**src/dcpm_pkg.sv**
```systemverilog
`default_nettype none
// ----------------------------------------------------------------------------
// dcpm_pkg
// Types and constants for the DMA channel ping-pong manager.
// ----------------------------------------------------------------------------
package dcpm_pkg;

    localparam int NUM_CHANNELS_DEF = 6;

    localparam int REQ_W   = 2;
    localparam int CH_W    = 3;
    localparam int STAT_W  = 8;
    localparam int DEV_W   = 4;
    localparam int PORT_W  = 25;
    localparam int ADDR_W  = 32;
    localparam int BCNT_W  = 14;
    localparam int CNT_W   = 13;
    localparam int CODE_W  = 3;
    localparam int QCNT_W  = 2;

    localparam int S_TDATA_W = 96;
    localparam int M_TDATA_W = 104;

    typedef enum logic [REQ_W-1:0] {
        REQ_ALLOC = 2'd0,
        REQ_FREE  = 2'd1,
        REQ_START = 2'd2,
        REQ_IRQ   = 2'd3
    } req_t;

    typedef enum logic [CODE_W-1:0] {
        RES_OK       = 3'd0,
        RES_NO_CHAN  = 3'd1,
        RES_BOTH_Q   = 3'd2,
        RES_BUSY     = 3'd3,
        RES_SPURIOUS = 3'd4
    } res_code_t;

    // status register bits
    localparam int ST_RUN   = 0;
    localparam int ST_IE    = 1;
    localparam int ST_ERR   = 2;
    localparam int ST_DONEA = 3;
    localparam int ST_STRTA = 4;
    localparam int ST_DONEB = 5;
    localparam int ST_STRTB = 6;
    localparam int ST_BIU   = 7;

    localparam logic [STAT_W-1:0] MASK_ALL     = 8'hff;
    localparam logic [STAT_W-1:0] MASK_DONEA   = 8'h08;
    localparam logic [STAT_W-1:0] MASK_DONEB   = 8'h20;
    localparam logic [STAT_W-1:0] CLR_A        = 8'h18;
    localparam logic [STAT_W-1:0] SET_A        = 8'h13;
    localparam logic [STAT_W-1:0] CLR_B        = 8'h60;
    localparam logic [STAT_W-1:0] SET_B        = 8'h43;
    localparam logic [ADDR_W-1:0] DDAR_ENABLE  = 32'h8000_0000;
    localparam logic [QCNT_W-1:0] QCNT_FULL    = 2'd2;
    localparam logic [QCNT_W-1:0] QCNT_TOP     = 2'd3;

    typedef struct packed {
        logic               error_seen;
        logic [QCNT_W-1:0]  handler_arg;
        logic [CNT_W-1:0]   count_minus_one;
        logic [ADDR_W-1:0]  address_out;
        logic               use_buffer_b;
        logic [STAT_W-1:0]  set_mask;
        logic [STAT_W-1:0]  clear_mask;
        logic [ADDR_W-1:0]  ddar_value;
        logic [CH_W-1:0]    channel_out;
    } result_t;

endpackage : dcpm_pkg
`default_nettype wire

```
**src/dma_channel_pingpong_manager_core.sv**
```systemverilog
`default_nettype none
// ----------------------------------------------------------------------------
// dma_channel_pingpong_manager_core
// Allocation and ping-pong buffer bookkeeping for a set of DMA channels.
// ----------------------------------------------------------------------------
// Usage:
//   The s_axis channel carries one request word: tuser is the request kind
//   (allocate, free, start buffer, completion interrupt), tdata the channel,
//   the status read from hardware and the allocate/start arguments.
//   The m_axis channel returns exactly one result word per request: tuser is
//   the result code, tdata the channel, the device address word, the clear
//   and set masks, the buffer choice, the address and count for the buffer,
//   the handler argument and the error flag.
//   A request is captured in an input register and resolved by one level of
//   logic into the output register, which drives m_axis_tvalid; one word per
//   cycle is sustained while the receiver does not stall. The channel state
//   (allocated flags, queued buffer counts) is updated as a word moves into
//   the output register, so each word sees the effect of the one before.
//   When the receiver stalls, the output register holds its word and one
//   more word waits in the input register; s_axis_tready then falls.
//   Reset frees every channel and clears all queued counts; no word is
//   pending afterward.
// ----------------------------------------------------------------------------
module dma_channel_pingpong_manager_core #(
    parameter int NUM_CHANNELS = dcpm_pkg::NUM_CHANNELS_DEF
) (
    input  wire logic                           aclk,
    input  wire logic                           aresetn,
    input  wire logic                           s_axis_tvalid,
    output logic                                s_axis_tready,
    // tdata, from bit 0: channel, status, read_dir, big_endian,
    // burst_is_eight, datum_is_two, device, port, buffer_address, byte_count
    input  wire logic [dcpm_pkg::S_TDATA_W-1:0] s_axis_tdata,
    // tuser: req_type
    input  wire logic [dcpm_pkg::REQ_W-1:0]     s_axis_tuser,
    output logic                                m_axis_tvalid,
    input  wire logic                           m_axis_tready,
    // tdata, from bit 0: channel_out, ddar_value, clear_mask, set_mask,
    // use_buffer_b, address_out, count_minus_one, handler_arg, error_seen
    output logic [dcpm_pkg::M_TDATA_W-1:0]      m_axis_tdata,
    // tuser: result_code
    output logic [dcpm_pkg::CODE_W-1:0]         m_axis_tuser
);
    import dcpm_pkg::*;

    localparam int RES_W = $bits(result_t);

    logic                  in_valid_reg;
    logic [S_TDATA_W-1:0]  in_data_reg;
    logic [REQ_W-1:0]      in_req_reg;
    logic                  out_valid_reg;
    result_t               out_res_reg;
    result_t               res_next;
    logic [CODE_W-1:0]     out_code_reg;
    logic [CODE_W-1:0]     code_next;

    logic                  alloc_reg [NUM_CHANNELS];
    logic                  alloc_next [NUM_CHANNELS];
    logic [QCNT_W-1:0]     queue_reg [NUM_CHANNELS];
    logic [QCNT_W-1:0]     queue_next [NUM_CHANNELS];

    logic                  advance;

    // unpacked request fields
    logic [CH_W-1:0]       f_ch;
    logic [STAT_W-1:0]     f_st;
    logic [3:0]            f_flags;
    logic [DEV_W-1:0]      f_dev;
    logic [PORT_W-1:0]     f_port;
    logic [ADDR_W-1:0]     f_addr;
    logic [BCNT_W-1:0]     f_bcnt;

    logic                  ch_in_range;
    logic [QCNT_W-1:0]     ch_queue;
    logic                  free_found;
    logic [CH_W-1:0]       free_idx;
    logic                  use_a;
    logic                  done_bit;
    logic [BCNT_W-1:0]     bcnt_m1;
    logic                  q_ok;

    assign f_ch    = in_data_reg[2:0];
    assign f_st    = in_data_reg[10:3];
    assign f_flags = in_data_reg[14:11];
    assign f_dev   = in_data_reg[18:15];
    assign f_port  = in_data_reg[43:19];
    assign f_addr  = in_data_reg[75:44];
    assign f_bcnt  = in_data_reg[89:76];

    assign advance       = in_valid_reg && (!out_valid_reg || m_axis_tready);
    assign s_axis_tready = !in_valid_reg || advance;

    // addressed channel lookup and lowest free channel
    always_comb begin
        ch_in_range = (int'(f_ch) < NUM_CHANNELS);
        ch_queue    = '0;
        free_found  = 1'b0;
        free_idx    = '0;
        for (int k = 0; k < NUM_CHANNELS; k++) begin
            if (int'(f_ch) == k) begin
                ch_queue = queue_reg[k];
            end
        end
        for (int k = NUM_CHANNELS - 1; k >= 0; k--) begin
            if (!alloc_reg[k]) begin
                free_found = 1'b1;
                free_idx   = CH_W'(k);
            end
        end
    end

    assign use_a = (f_st[ST_BIU] && f_st[ST_STRTB]) || (!f_st[ST_BIU] && !f_st[ST_STRTA]);
    assign done_bit = f_st[ST_BIU] ? f_st[ST_DONEA] : f_st[ST_DONEB];
    assign bcnt_m1  = f_bcnt - BCNT_W'(1);

    // result and state update
    always_comb begin
        res_next             = '0;
        res_next.channel_out = f_ch;
        code_next            = RES_OK;
        for (int k = 0; k < NUM_CHANNELS; k++) begin
            alloc_next[k] = alloc_reg[k];
            queue_next[k] = queue_reg[k];
        end
        case (req_t'(in_req_reg))
            REQ_ALLOC: begin
                if (!free_found) begin
                    code_next            = RES_NO_CHAN;
                    res_next.channel_out = '0;
                end else begin
                    res_next.channel_out = free_idx;
                    // port and device overlap at bits 7:6; fields are ORed
                    res_next.ddar_value  = DDAR_ENABLE | {1'b0, f_port, 6'b0} |
                                           {24'b0, f_dev, 4'b0} | {28'b0, f_flags};
                    res_next.clear_mask  = MASK_ALL;
                    for (int k = 0; k < NUM_CHANNELS; k++) begin
                        if (CH_W'(k) == free_idx && free_found) begin
                            alloc_next[k] = 1'b1;
                        end
                    end
                end
            end
            REQ_FREE: begin
                for (int k = 0; k < NUM_CHANNELS; k++) begin
                    if (int'(f_ch) == k) begin
                        alloc_next[k] = 1'b0;
                    end
                end
            end
            REQ_START: begin
                if (!ch_in_range || ch_queue >= QCNT_FULL) begin
                    code_next = RES_BOTH_Q;
                end else if (f_st[ST_RUN] && !f_st[ST_DONEA] && !f_st[ST_DONEB]) begin
                    code_next = RES_BUSY;
                end else begin
                    res_next.clear_mask      = use_a ? CLR_A : CLR_B;
                    res_next.set_mask        = use_a ? SET_A : SET_B;
                    res_next.use_buffer_b    = !use_a;
                    res_next.address_out     = f_addr;
                    res_next.count_minus_one = bcnt_m1[CNT_W-1:0];
                    for (int k = 0; k < NUM_CHANNELS; k++) begin
                        if (int'(f_ch) == k) begin
                            queue_next[k] = queue_reg[k] + QCNT_W'(1);
                        end
                    end
                end
            end
            REQ_IRQ: begin
                res_next.error_seen = f_st[ST_ERR];
                if (!ch_in_range || !done_bit) begin
                    code_next = RES_SPURIOUS;
                end else begin
                    res_next.clear_mask   = f_st[ST_BIU] ? MASK_DONEA : MASK_DONEB;
                    res_next.use_buffer_b = !f_st[ST_BIU];
                    res_next.handler_arg  = QCNT_TOP - ch_queue;
                    for (int k = 0; k < NUM_CHANNELS; k++) begin
                        if (int'(f_ch) == k && queue_reg[k] != '0) begin
                            queue_next[k] = queue_reg[k] - QCNT_W'(1);
                        end
                    end
                end
            end
            default: begin
                code_next = RES_OK;
            end
        endcase
    end

    always_ff @(posedge aclk) begin
        if (!aresetn) begin
            in_valid_reg  <= 1'b0;
            out_valid_reg <= 1'b0;
            for (int k = 0; k < NUM_CHANNELS; k++) begin
                alloc_reg[k] <= 1'b0;
                queue_reg[k] <= '0;
            end
        end else begin
            if (s_axis_tready) begin
                in_valid_reg <= s_axis_tvalid;
            end
            if (advance) begin
                out_valid_reg <= 1'b1;
                for (int k = 0; k < NUM_CHANNELS; k++) begin
                    alloc_reg[k] <= alloc_next[k];
                    queue_reg[k] <= queue_next[k];
                end
            end else if (m_axis_tready) begin
                out_valid_reg <= 1'b0;
            end
        end
    end

    always_ff @(posedge aclk) begin
        if (s_axis_tready && s_axis_tvalid) begin
            in_data_reg <= s_axis_tdata;
            in_req_reg  <= s_axis_tuser;
        end
        if (advance) begin
            out_res_reg  <= res_next;
            out_code_reg <= code_next;
        end
    end

    assign m_axis_tvalid = out_valid_reg;
    assign m_axis_tdata  = {(M_TDATA_W - RES_W)'(0), out_res_reg};
    assign m_axis_tuser  = out_code_reg;

    always_comb begin
        q_ok = 1'b1;
        for (int k = 0; k < NUM_CHANNELS; k++) begin
            if (queue_reg[k] > QCNT_FULL) begin
                q_ok = 1'b0;
            end
        end
    end

    a_queue_bound: assert property (@(posedge aclk) disable iff (!aresetn) q_ok)
        else $error("queued buffer count above two");

    a_pending_kept: assert property (@(posedge aclk) disable iff (!aresetn)
        in_valid_reg && !advance |=> in_valid_reg)
        else $error("pending request lost while output stalled");

    a_result_loaded: assert property (@(posedge aclk) disable iff (!aresetn)
        advance |=> out_valid_reg)
        else $error("resolved request gave no result word");

    a_no_chan_zero: assert property (@(posedge aclk) disable iff (!aresetn)
        m_axis_tvalid && m_axis_tuser == RES_NO_CHAN |-> out_res_reg.channel_out == '0)
        else $error("failed allocate reports a channel");

endmodule : dma_channel_pingpong_manager_core
`default_nettype wire

```
**config.mk**
```make
export PLATFORM = sky130hd
export DESIGN_NAME = dma_channel_pingpong_manager_core
export DESIGN_NICKNAME = d
export VERILOG_FILES = /design/src/dcpm_pkg.sv /design/src/dma_channel_pingpong_manager_core.sv
export SDC_FILE = /design/constraint.sdc
export NUM_CORES = 1
export LEC_CHECK = 0
export ABC_CLOCK_PERIOD_IN_PS = 8850
export BUFFER_PORTS_ARGS = -buffer_cell sky130_fd_sc_hd__buf_2
export CORE_UTILIZATION = 56
export DETAILED_ROUTE_END_ITERATION = 8
export PLACE_DENSITY_LB_ADDON = 0.3
export SETUP_SLACK_MARGIN = 0.1
export SLEW_MARGIN = 0
export SYNTH_ARGS = -nofsm -noshare
export SYNTH_HDL_FRONTEND = slang
export SYNTH_SLANG_ARGS = --single-unit
```
**constraint.sdc**
```tcl
create_clock -name aclk -period 8.85 [get_ports aclk]
set_clock_uncertainty 0.2 [all_clocks]
set_input_delay 0.4425 -clock aclk [delete_from_list [all_inputs] [get_ports aclk]]
set_output_delay 0.4425 -clock aclk [all_outputs]
set_load 0.05 [all_outputs]
```
* Word-level counts from Yosys, hierarchy flattened
Memories as Yosys holds them, arrays and structs flattened.
Index checks and enable logic that the tools add are counted.
** Storage, ports and cells
- Input port bits :: 102
- Word-level logic and storage cells :: 190
- Bits in registers :: 196
- Bits in writable memories :: 18
- Memories kept :: 2
- Output and inout bits :: 109
** Memory list
- queue_reg :: words 6, bits a word 2, read ports 6, clocked after Yosys merged registers in 0, wr ports 6, RTL line dma_channel_pingpong_manager_core.sv:59 : logic [QCNT_W-1:0] queue_reg [NUM_CHANNELS];
- alloc_reg :: words 6, bits a word 1, read ports 6, clocked after Yosys merged registers in 0, wr ports 6, RTL line dma_channel_pingpong_manager_core.sv:57 : logic alloc_reg [NUM_CHANNELS];
** Operators by class
- Bitwise operators :: 16
- Mux-type cells :: 84
- Equality and inequality tests :: 13
- Reduce and logical (&&, ||, !) cells :: 45
- Add/subtract/negate cells :: 14
- $lt $le $gt $ge :: 2
** Operators with widths (number)
- $mux W2 :: 26
- $mux W40 :: 1
- $mux W12 :: 3
- $mux W17 :: 2
- $mux W1 :: 33
- $or A32 B4 Y32 :: 1
- $or A32 B8 Y32 :: 1
- $mux W3 :: 9
- $pmux W12 S2 :: 1
- $pmux W8 S3 :: 1
- $logic_and A1 B1 Y1 :: 18
- $mux W6 :: 3
- $mux W7 :: 2
- $reduce_bool A2 Y1 :: 7
- $sub A13 B1 Y13 const B :: 1
- $add A2 B1 Y2 const B :: 6
- $eq A3 B3 Y1 const B :: 4
- $or A1 B1 Y1 :: 12
- $pmux W6 S2 :: 1
- $sub A2 B1 Y2 const B :: 6
- $logic_not A1 Y1 :: 9
- $pmux W3 S3 :: 1
- $eq A2 B3 Y1 const A :: 2
- $eq A3 B3 Y1 const A :: 2
- 15 further kinds :: 22

* Depth between registers and ports, before layout
Gate-level depths: netlist of the first run.
An unclocked memory read counts as a cell.
- Depth in word-level cells :: 13
- Depth in mapped cells :: 8
- Gate-level depth less buffers :: 6

* Worst setup path before layout of the first run
No wires, ideal clock.
- Kind :: reg-to-reg
- Start :: register out_valid_reg (netlist: m_axis_tvalid)
- End :: memory queue_reg[1][0], enable pin
- Clock period less this slack :: 4.191 ns
- Path slack :: 4.659 ns
- Stages on the path, launching flop included :: 7
- Library setup time :: 0.337 ns
- Arrival time :: 3.653 ns
- Buffers on the path :: 0
- Path through :: dfxtp_1 -> nor2b_1 -> nand2b_1 -> inv_1 -> o211a_1 -> nand3_1 -> o41ai_2
** RTL lines
- from (decl) :: RTL line dma_channel_pingpong_manager_core.sv:51 : logic out_valid_reg;
- from (signal assigned) :: RTL line dma_channel_pingpong_manager_core.sv:192 : out_valid_reg <= 1'b0;
- from (signal assigned) :: RTL line dma_channel_pingpong_manager_core.sv:202 : out_valid_reg <= 1'b1;
- from (signal assigned) :: RTL line dma_channel_pingpong_manager_core.sv:208 : out_valid_reg <= 1'b0;
- to (decl) :: RTL line dma_channel_pingpong_manager_core.sv:59

==> results.tsv, run 1 <==
metric	value	unit
antenna_found_initial	3	
hold-worst-slack	62.9	ps
die_w	121	um
hold_violations	0	
min_to	in_valid_reg$_SDFFE_PN0N_	
overflow	0	
period_share	34.6	%
area_growth	33.9	%
synth.distinct_cells	51	
whs_path_depth	3	
cp_cell_sequence	and4_1, nand3_1, and2_1, o21ai_0, nor2_1	
post_cts_resized	0	
largest_reg_flops	92	
hp-class	in2reg	
cts_tree	done	
min_period	3060	ps
post_cts_buffers	0	
path_max_fanout	31	
nets	886	
slowest_stage	nand3_1	
dieArea	14600	um^2
dr.pass1.iters	5	
grt_pass1_vias	5120	
netlist_instances	497	
slew_viol_final	0	
gp_congestion	0.941	
ant_nets	0	
synth_edf_count	203	
grt_pass1_wl	26100	um
r2r_setup_slack	5790	ps
final_core_util	76.4	%
syn_area_per_cell	15.9	um^2
total_power	2.28	mW
port_buffers	194	
synthArstFlopShare	0	%
seqCellArea	6140	um^2
cts-root-buf	clkbuf_16	
seq_area_frac_synth	77.8	%
powerDensity	216	nW/um^2
stdcell_count	981	
ir_worst_vdd	0.000189	V
die_y	121	um
clock_latency	480	ps
p_leak	4.14	nW
worst_ep_arrival_time	3080	ps
nFillCells	802	
multi_input_area	1570	um^2
wire_per_inst	17.9	um
criticalPathCategory	reg2reg	
worstHoldStart	s_axis_tvalid	
dp_cells	850	
path_clk_slew	60	ps
layout-drive-gt1-share	29.9	%
synth_warnings	0	
drt-total-wl	17500	um
drc	0	
r2r_start	alloc_reg[0]$_DFFE_PP_	
via_count	5207	
rsz0062_at_grt	false	
tns	0	ps
cts_buffer_depth	3	
setup_viol	0	
maxCapViolCount	0	
grt_start_max_net_pins	84	
worst_r2r_endpoint	alloc_reg[2]$_DFFE_PP_	
num_io_pins	211	
hpwl	9940	um
netlist_area	7890	um^2
critPathMaxStageDelay	720	ps
cts_made_buffers	21	
end_kind	register	
ys_seq_elements	205	
drt_iter0_markers	395	
cts.sinks	205	
viasPerCell	5.31	
grtUsageTotal	23.6	%
worstPathRequired	8870	ps
outcome	finished clean	
synthFlopType	edfxtp_1	
ff2ff_path_depth	5	
start_kind	register	
h-tree-depth	1	
core_area	13800	um^2
rows	43	
worst_pin_slew	1190	ps
max_slew_margin	20.4	%
initial_core_util	57.0	%
fmax	0.327	GHz
layout make-up:
| type | instances | area share (%) |
|---|---|---|
| diodes | 3 | 0.0711 |
| clock buffers | 24 | 5.08 |
| clock inverters | 14 | 1.46 |
| inverters | 11 | 0.426 |
| multi-input cells | 258 | 14.9 |
| flip-flops and latches | 205 | 58.1 |
| well taps | 180 | 2.13 |
| repair buffers | 286 | 17.9 |
synth_stat cells, types with 3 or more instances:
cell	number	share of area, %
a21boi_0	3	0.29
o21ai_0	9	0.57
a41oi_1	5	0.56
edfxtp_1	203	77
nor2_1	48	2.3
nand4b_1	3	0.33
o21a_1	4	0.38
and3_1	30	2.4
nand3_1	7	0.44
clkbuf_1	13	0.62
buf_4	15	1.4
nor2b_1	6	0.48
a31oi_1	4	0.32
nand2b_1	3	0.24
o22ai_1	3	0.24
inv_1	9	0.43
nor3_1	11	0.70
xor2_1	3	0.33
nand2_1	17	0.81
a21oi_1	11	0.70
and2_1	35	2.8
xnor2_1	19	2.1
o31ai_1	4	0.38
worst max path at each step:
stage                               start                       endpoint
6_report           alloc_reg[0]$_DFFE_PP_         alloc_reg[2]$_DFFE_PP_
5_1_grt            alloc_reg[0]$_DFFE_PP_         alloc_reg[2]$_DFFE_PP_
4_1_cts            alloc_reg[0]$_DFFE_PP_         alloc_reg[2]$_DFFE_PP_
3_5_place_dp       alloc_reg[0]$_DFFE_PP_         alloc_reg[2]$_DFFE_PP_
3_3_place_gp       alloc_reg[0]$_DFFE_PP_         alloc_reg[1]$_DFFE_PP_
2_1_floorplan  m_axis_tvalid$_SDFFE_PN0P_  queue_reg[1][0]$_SDFFCE_PN0P_
routing by layer:
metal  share of wire, %  global-route usage (%)
met5                  0                       0
met4                1.8                    8.10
met3                6.0                    3.58
met2                 54                    43.1
met1                 38                    28.3
kinds of logic after synthesis:
logic type               after synthesis  share of synthesized area, %
AO/OA/AOI/OAI                         54                          4.93
XOR/XNOR                              22                          2.44
adder cells (fa/ha/maj)                1                         0.159
buffers and inverters                 41                          2.70
flip-flops                           205                          77.8
multiplexers                           2                         0.254
other                                  1                        0.0475
AND/OR/NAND/NOR                      171                          11.7
placed cells by master, fill, tap and decap left out, drive strengths merged, types with 2 or more instances in the layout:
master,instances
a31oi,4
nor3,11
nand4b,3
o31ai,5
nand2b,3
a21oi,11
a21boi,3
a41oi,5
diode,3
edfxtp,203
nor3b,2
bufinv,3
and3,30
and2,35
o41ai,2
xnor2,19
dfxtp,2
o21a,4
o21ai,11
conb,8
dlygate4sd3,90
mux2i,2
nor2b,7
buf,196
clkinvlp,2
o22ai,3
clkinv,10
nand2,17
nor2,48
nand3,8
clkbuf,24
xor2,3
inv,10
repair_timing:
action | 4_1_cts | 5_1_grt
setup endpoints to repair | 0 | 0
hold buffers | 90 | 0
hold endpoints to repair | 90 | 0
metrics by stage:
step / instance area (um^2) / setup slack, ps
4_1_cts: 10600 / 5870
3_5_place_dp: 8960 / 5900
6_report: 10600 / 5790
2_1_floorplan: 7910 / 4660
3_3_place_gp: 8960 / 5990
5_1_grt: 10600 / 5520
where the power goes:
part	switching [mW]	total (mW)	internal, mW
Combinational	0.169	0.251	0.0816
Clock	0.349	0.875	0.526
Sequential	0.0273	1.16	1.13
Total	0.545	2.28	1.74
critical path: cells and delay by family, from the launching register on:
kind            cells  cell delay (ps)
compound gates      1              430
flops               1              450
simple gates        4             1710
No activity file was read; power rests on OpenSTA's default activity.
==> inputs of run 2 (changes only) <==
--- a/config.mk
+++ b/config.mk
@@ -5,9 +5,9 @@
 export SDC_FILE = /design/constraint.sdc
 export NUM_CORES = 1
 export LEC_CHECK = 0
-export ABC_CLOCK_PERIOD_IN_PS = 8850
+export ABC_CLOCK_PERIOD_IN_PS = 2500
 export BUFFER_PORTS_ARGS = -buffer_cell sky130_fd_sc_hd__buf_2
-export CORE_UTILIZATION = 56
+export CORE_UTILIZATION = 47
 export DETAILED_ROUTE_END_ITERATION = 8
 export PLACE_DENSITY_LB_ADDON = 0.3
 export SETUP_SLACK_MARGIN = 0.1
==> constraint.sdc (replaced) <==
create_clock -name aclk -period 2.5 [get_ports aclk]
set_clock_uncertainty 0.2 [all_clocks]
set_input_delay 0.125 -clock aclk [delete_from_list [all_inputs] [get_ports aclk]]
set_output_delay 0.125 -clock aclk [all_outputs]
set_load 0.05 [all_outputs]
==> run 2 against run 1 <==
Net effect:
- wire length increased by 0.87%
- core utilization decreased by 8.1 points
- clock-buffer cell count increased by 4
- worst hold slack improved by 84 ps
- cell area increased by 4.3%
- setup slack got worse by 5600 ps
- flip-flop and latch count unchanged
- largest power group unchanged
- fmax increased by 32%
- global-route usage decreased by 2.8 points
- critical path depth increased by 1
==> results.tsv, run 2 (synthesized netlist as in run 1, its figures left out) <==
metric	value	unit	change
largest_reg_flops	92		unchanged
drt-total-wl	17700	um	+0.87%
ff2ff_path_depth	6		+1
ant_nets	0		unchanged
hold-worst-slack	147	ps	+84.2 ps
hpwl	11200	um	+13%
grt_start_max_net_pins	101		+20%
slowest_stage	edfxtp_1		
layout-drive-gt1-share	32.3	%	+2.4 points
rsz0062_at_grt	false		
top_layer	met4		
tns	0	ps	unchanged
cp_cell_sequence	buf_4, nor3b_1, a311o_1, o31ai_4, nand3_2, o41ai_4		
wl_met3	1070	um	+2.1%
die_w	132	um	+9.0%
dieArea	17300	um^2	+19%
h-tree-depth	1		unchanged
worst_r2r_endpoint	queue_reg[1][0]$_SDFFCE_PN0P_		
drt_iter0_markers	291		-26%
period_share	92.5	%	+58 points
grtUsageTotal	20.8	%	-2.8 points
cts-root-buf	clkbuf_16		
grt_pass1_wl	28200	um	+8.2%
antenna_found_initial	0		-3
min_period	2310	ps	-748 ps
start_kind	register		
critPathMaxStageDelay	400	ps	-320 ps
gp_congestion	0.891		-5.2%
finalWorstSetupSlack	189	ps	-5600 ps
cts.sinks	205		unchanged
drc	0		unchanged
area_growth	39.6	%	
num_io_pins	211		unchanged
fmax	0.433	GHz	+32%
initial_core_util	48.9	%	-8.1 points
powerDensity	768	nW/um^2	+260%
worst_ep_arrival_time	2270	ps	-810 ps
wl_met2	9190	um	-3.0%
r2r_start	in_data_reg[1]$_DFFE_PP_		
max_slew_margin	60.1	%	+40 points
cts_buffer_depth	3		unchanged
p_leak	4.33	nW	+4.7%
slew_viol_final	0		unchanged
worstPathRequired	2460	ps	-6410 ps
ir_worst_vdd	0.000452	V	+140%
met1_length	7140	um	+6.5%
num_antenna_cells	0		-3
path_clk_slew	60	ps	about the same
most-common-layout-cells	edfxtp_1 (203), buf_2 (194), dlygate4sd3_1 (96)		
viasPerCell	4.94		-6.9%
port_buffers	194		unchanged
whs_path_depth	2		-1
nets	914		+3.2%
crit_path_end	queue_reg[1][0]$_SDFFCE_PN0P_		
setup_viol	0		unchanged
cts_tree	done		
end_kind	register		
dpl_worst_slack	15.4	ps	-5890 ps
via_count	5151		-1.1%
outcome	finished clean		
mostFrequentLayoutCell	edfxtp_1		
cts_made_buffers	22		+4.8%
hp-class	in2reg		
die_y	132	um	+9.0%
grt_pass1_vias	5316		+3.8%
criticalPathCategory	reg2reg		
rows	46		+7.0%
r2r_setup_slack	190	ps	-5600 ps
clock_latency	480	ps	about the same
maxCapViolCount	0		unchanged
wire_per_inst	17.0	um	-5.0%
hold_violations	0		unchanged
worst_pin_slew	593	ps	-599 ps
dr.pass1.iters	4		-1
path_max_fanout	6		-81%
startpoint	in_data_reg[1]$_DFFE_PP_		
overflow	0		unchanged
core_area	16100	um^2	+17%
## run 2: cell types whose count changed in the layout (fill, tap and decap cells not counted), moves of 3 or more
| cell | delta |
|---|---|
| buf_4 | +17 |
| dlygate4sd3_1 | +6 |
| buf_12 | +4 |
| diode_2 | -3 |
## run 2: layout make-up
class | count | area, um^2
sequential | 205 | 6140
fill | 1130 | 5100
timing repair buffer | 313 | 2150
multi-input combinational | 258 | 1630
clock buffer | 28 | 594
tap | 216 | 270
clock inverter | 11 | 179
inverter | 11 | 46.3
## run 2: critical path: cells and delay by family (launching register included)
family	cells	cell delay, ps
flip-flops	1	400
buffers and inverters	1	180
AND/OR/NAND/NOR	2	240
AO/OA/AOI/OAI	3	970
## run 2: through the flow
step	instance area (um^2)	utilization (%)	power, mW	instances
detailed placement	9220	57.2	4.97	904
floorplan	7950	-	4.71	504
global placement	9220	57.2	4.94	904
CTS	11000	68.1	8.52	1041
global route	11000	68.3	8.75	1042
finish	11000	68.3	8.46	1042
## run 2: worst min-delay path by stage
stage / start / end / slack, ps
floorplan: s_axis_tdata[0] / in_data_reg[0]$_DFFE_PP_ / 20
global placement: s_axis_tdata[20] / in_data_reg[20]$_DFFE_PP_ / 100
detailed placement: s_axis_tdata[3] / in_data_reg[3]$_DFFE_PP_ / 100
CTS: s_axis_tdata[3] / in_data_reg[3]$_DFFE_PP_ / 130
global route: s_axis_tdata[26] / in_data_reg[26]$_DFFE_PP_ / 130
finish: s_axis_tdata[26] / in_data_reg[26]$_DFFE_PP_ / 150
## run 2: report_power, final
group          total (mW)  internal [mW]  switching (mW)
Clock                3.43           2.19            1.24
Sequential           4.08           4.00          0.0810
Combinational       0.948          0.331           0.617
## run 2: layer usage
| metal | GRT usage [%] | vias up |
|---|---|---|
| li1 | - | 2461 |
| met1 | 25.8 | 2478 |
| met2 | 37.4 | 189 |
| met3 | 3.67 | 23 |
| met4 | 5.10 | 0 |
| met5 | 0 | - |
## run 2: timing repair
action	4_1_cts	5_1_grt
endpoints found under the hold margin	106	0
hold buffers	96	0
pin swaps	0	0
resized for setup	1	4
setup endpoints to repair	8	12
setup buffers	2	1
==> inputs of run 3 (changes only) <==
--- a/config.mk
+++ b/config.mk
@@ -5,10 +5,12 @@
 export SDC_FILE = /design/constraint.sdc
 export NUM_CORES = 1
 export LEC_CHECK = 0
+export ABC_AREA = 1
 export ABC_CLOCK_PERIOD_IN_PS = 2500
 export BUFFER_PORTS_ARGS = -buffer_cell sky130_fd_sc_hd__buf_2
-export CORE_UTILIZATION = 47
+export CORE_UTILIZATION = 48
 export DETAILED_ROUTE_END_ITERATION = 8
+export MAX_ROUTING_LAYER = met4
 export PLACE_DENSITY_LB_ADDON = 0.3
 export SETUP_SLACK_MARGIN = 0.1
 export SLEW_MARGIN = 0
==> run 3 against run 2 <==
Net effect:
- wire length shrank 4.4%
- sequential power about the same
- non-clock buffer count is 10 lower
- cell count increased by 13%
- critical path depth up 5
- total power down 3.9%
- fmax up 3.8%
- highest routed layer unchanged
==> results.tsv, run 3 <==
metric	value	unit	change
stdcell_count	1173		+13%
drt-total-wl	16900	um	-4.4%
port_buffers	194		unchanged
start_kind	register		
multi_input_area	1490	um^2	-8.8%
fmax	0.449	GHz	+3.8%
dp_cells	1039		+15%
largest_reg_flops	92		unchanged
nets	1041		+14%
seq_area_frac_synth	75.4	%	-2.4 points
num_io_pins	211		unchanged
wire_per_inst	14.4	um	-15%
netlist_instances	628		+26%
rsz0062_at_grt	false		
min_period	2230	ps	-83.9 ps
syn_area_per_cell	13.0	um^2	-18%
cts_tree	done		
antenna_found_initial	2		+2
maxCapViolCount	0		unchanged
grt_start_max_net_pins	70		-31%
most-common-layout-cells	edfxtp_1 (203), buf_2 (194), inv_1 (103)		
core_area	16600	um^2	+2.9%
p_leak	4.70	nW	+8.4%
ys_seq_elements	205		unchanged
synth_area_leaders	edfxtp_1 (75%), inv_1 (4.8%), nor2_1 (3.7%)		
period_share	89.1	%	-3.4 points
synth_edf_count	203		unchanged
outcome	finished clean		
viasPerCell	4.64		-6.2%
rows	47		+2.2%
synthArstFlopShare	0	%	unchanged
hpwl	10200	um	-8.8%
nFillCells	1229		+8.8%
design_area	11100	um^2	+0.44%
ant_nets	0		unchanged
end_kind	register		
cts_buffer_depth	3		unchanged
initial_core_util	49.1	%	+0.16 points
synth_warnings	0		unchanged
powerDensity	735	nW/um^2	-4.3%
grt_pass1_wl	26300	um	-6.7%
yosys.area.top_type_share	74.9	%	-2.4 points
yosysMostFrequentCell	edfxtp_1		
criticalPathCategory	reg2reg		
area_growth	35.8	%	
synth.distinct_cells	33		-35%
setup_viol	0		unchanged
dr.pass1.iters	4		unchanged
ir_worst_vdd	0.000838	V	+85%
synth_common_cells	edfxtp_1 (203), inv_1 (105), nor2_1 (80)		
h-tree-depth	1		unchanged
clock_latency	500	ps	+20 ps
synth_top_cell_by_area	edfxtp_1		
grt_pass1_vias	5310		-0.11%
dieArea	17500	um^2	+1.1%
seqCellArea	6140	um^2	unchanged
layout-drive-gt1-share	32.5	%	+0.17 points
die_y	132	um	+0.53%
gp_congestion	0.898		+0.73%
hold_violations	0		unchanged
slew_viol_final	0		unchanged
via_count	5441		+5.6%
path_clk_slew	60	ps	about the same
mostFrequentLayoutCell	edfxtp_1		
drc	0		unchanged
synthFlopType	edfxtp_1		
path_max_fanout	7		+1
cts.sinks	205		unchanged
netlist_area	8140	um^2	+3.2%
worstPathRequired	2490	ps	+30 ps
dpl-instance-area	9420	um^2	+2.2%
cts_made_buffers	22		unchanged
hp-class	in2reg		
worst_ep_arrival_time	2220	ps	-50 ps
die_w	132	um	+0.53%
grtUsageTotal	20.0	%	-0.81 points
overflow	0		unchanged
cts-root-buf	clkbuf_16		
drt_iter0_markers	286		-1.7%
==> run 3: area by class of cell <==
type                       count  share of cell area [%]
timing repair buffer         303                    18.6
tap                          220                    2.49
sequential                   205                    55.5
clock buffer                  27                    5.15
inverter                     108                    3.73
antenna                        2                  0.0452
multi-input combinational    298                    13.4
clock inverter                10                    1.01
==> run 3: final timing paths <==
check                            startpoint                             end  slack [ps]  cells after the start
setup / recovery   in_data_reg[1]$_DFFE_PP_   queue_reg[0][1]$_SDFFCE_PN0P_         270                     11
hold / removal             s_axis_tdata[86]       in_data_reg[86]$_DFFE_PP_         120                      2
setup reg to reg   in_data_reg[1]$_DFFE_PP_   queue_reg[0][1]$_SDFFCE_PN0P_         270                     11
hold reg to reg   in_data_reg[36]$_DFFE_PP_  m_axis_tdata[26]$_SDFFCE_PN0P_         340                      2
==> run 3: per-layer routing <==
layer / up-vias / part of all wire, % / global-route usage, %
met5: - / 0 / -
met4: 0 / 3.5 / 7.92
met3: 39 / 6.4 / 4.04
met2: 201 / 51 / 34.7
met1: 2502 / 39 / 22.6
li1: 2699 / - / -
==> run 3: repair_timing <==
action | CTS | global route
hold endpoints to repair | 94 | 0
hold buffers | 94 | 0
buffers inserted | 0 | 1
endpoints found under the setup margin | 0 | 13
resized for setup | 0 | 2
==> run 3: through the flow <==
step	hold slack (ps)	setup slack, ps	total power [mW]	utilization [%]	setup TNS (ps)
3_5_place_dp	103	162	5.01	56.8	0
4_1_cts	110	139	8.17	66.6	0
3_3_place_gp	102	215	5.00	56.8	0
5_1_grt	112	110	8.40	66.7	0
6_report	125	272	8.13	66.7	0
2_1_floorplan	23.9	-764	4.78	-	-86420
==> run 3: critical path: stages (launching register included) <==
cell,delay (ps)
edfxtp_1,500
inv_2,140
nand2_1,100
nor2_2,130
inv_2,70
nor2_1,100
nor2_1,80
nand2_4,100
nand2_1,70
nand3_1,80
nand2_2,150
nor2_2,190
==> run 3: cells by family (layout without fill, tap and decap cells) <==
logic type	count (synthesis)	after routing	synth area share, %
AO/OA/AOI/OAI	46	46	3.30
XOR/XNOR	8	8	0.860
adder cells (fa/ha/maj)	1	1	0.154
buffers and inverters	132	448	7.04
flip-flops	205	205	75.4
other	1	10	0.0461
AND/OR/NAND/NOR	235	235	13.2
==> run 3: report_power, final <==
group	total [mW]	internal [mW]	switching [mW]
registers	4.09	4.01	0.0761
logic	0.985	0.310	0.675
clock network	3.06	1.82	1.23
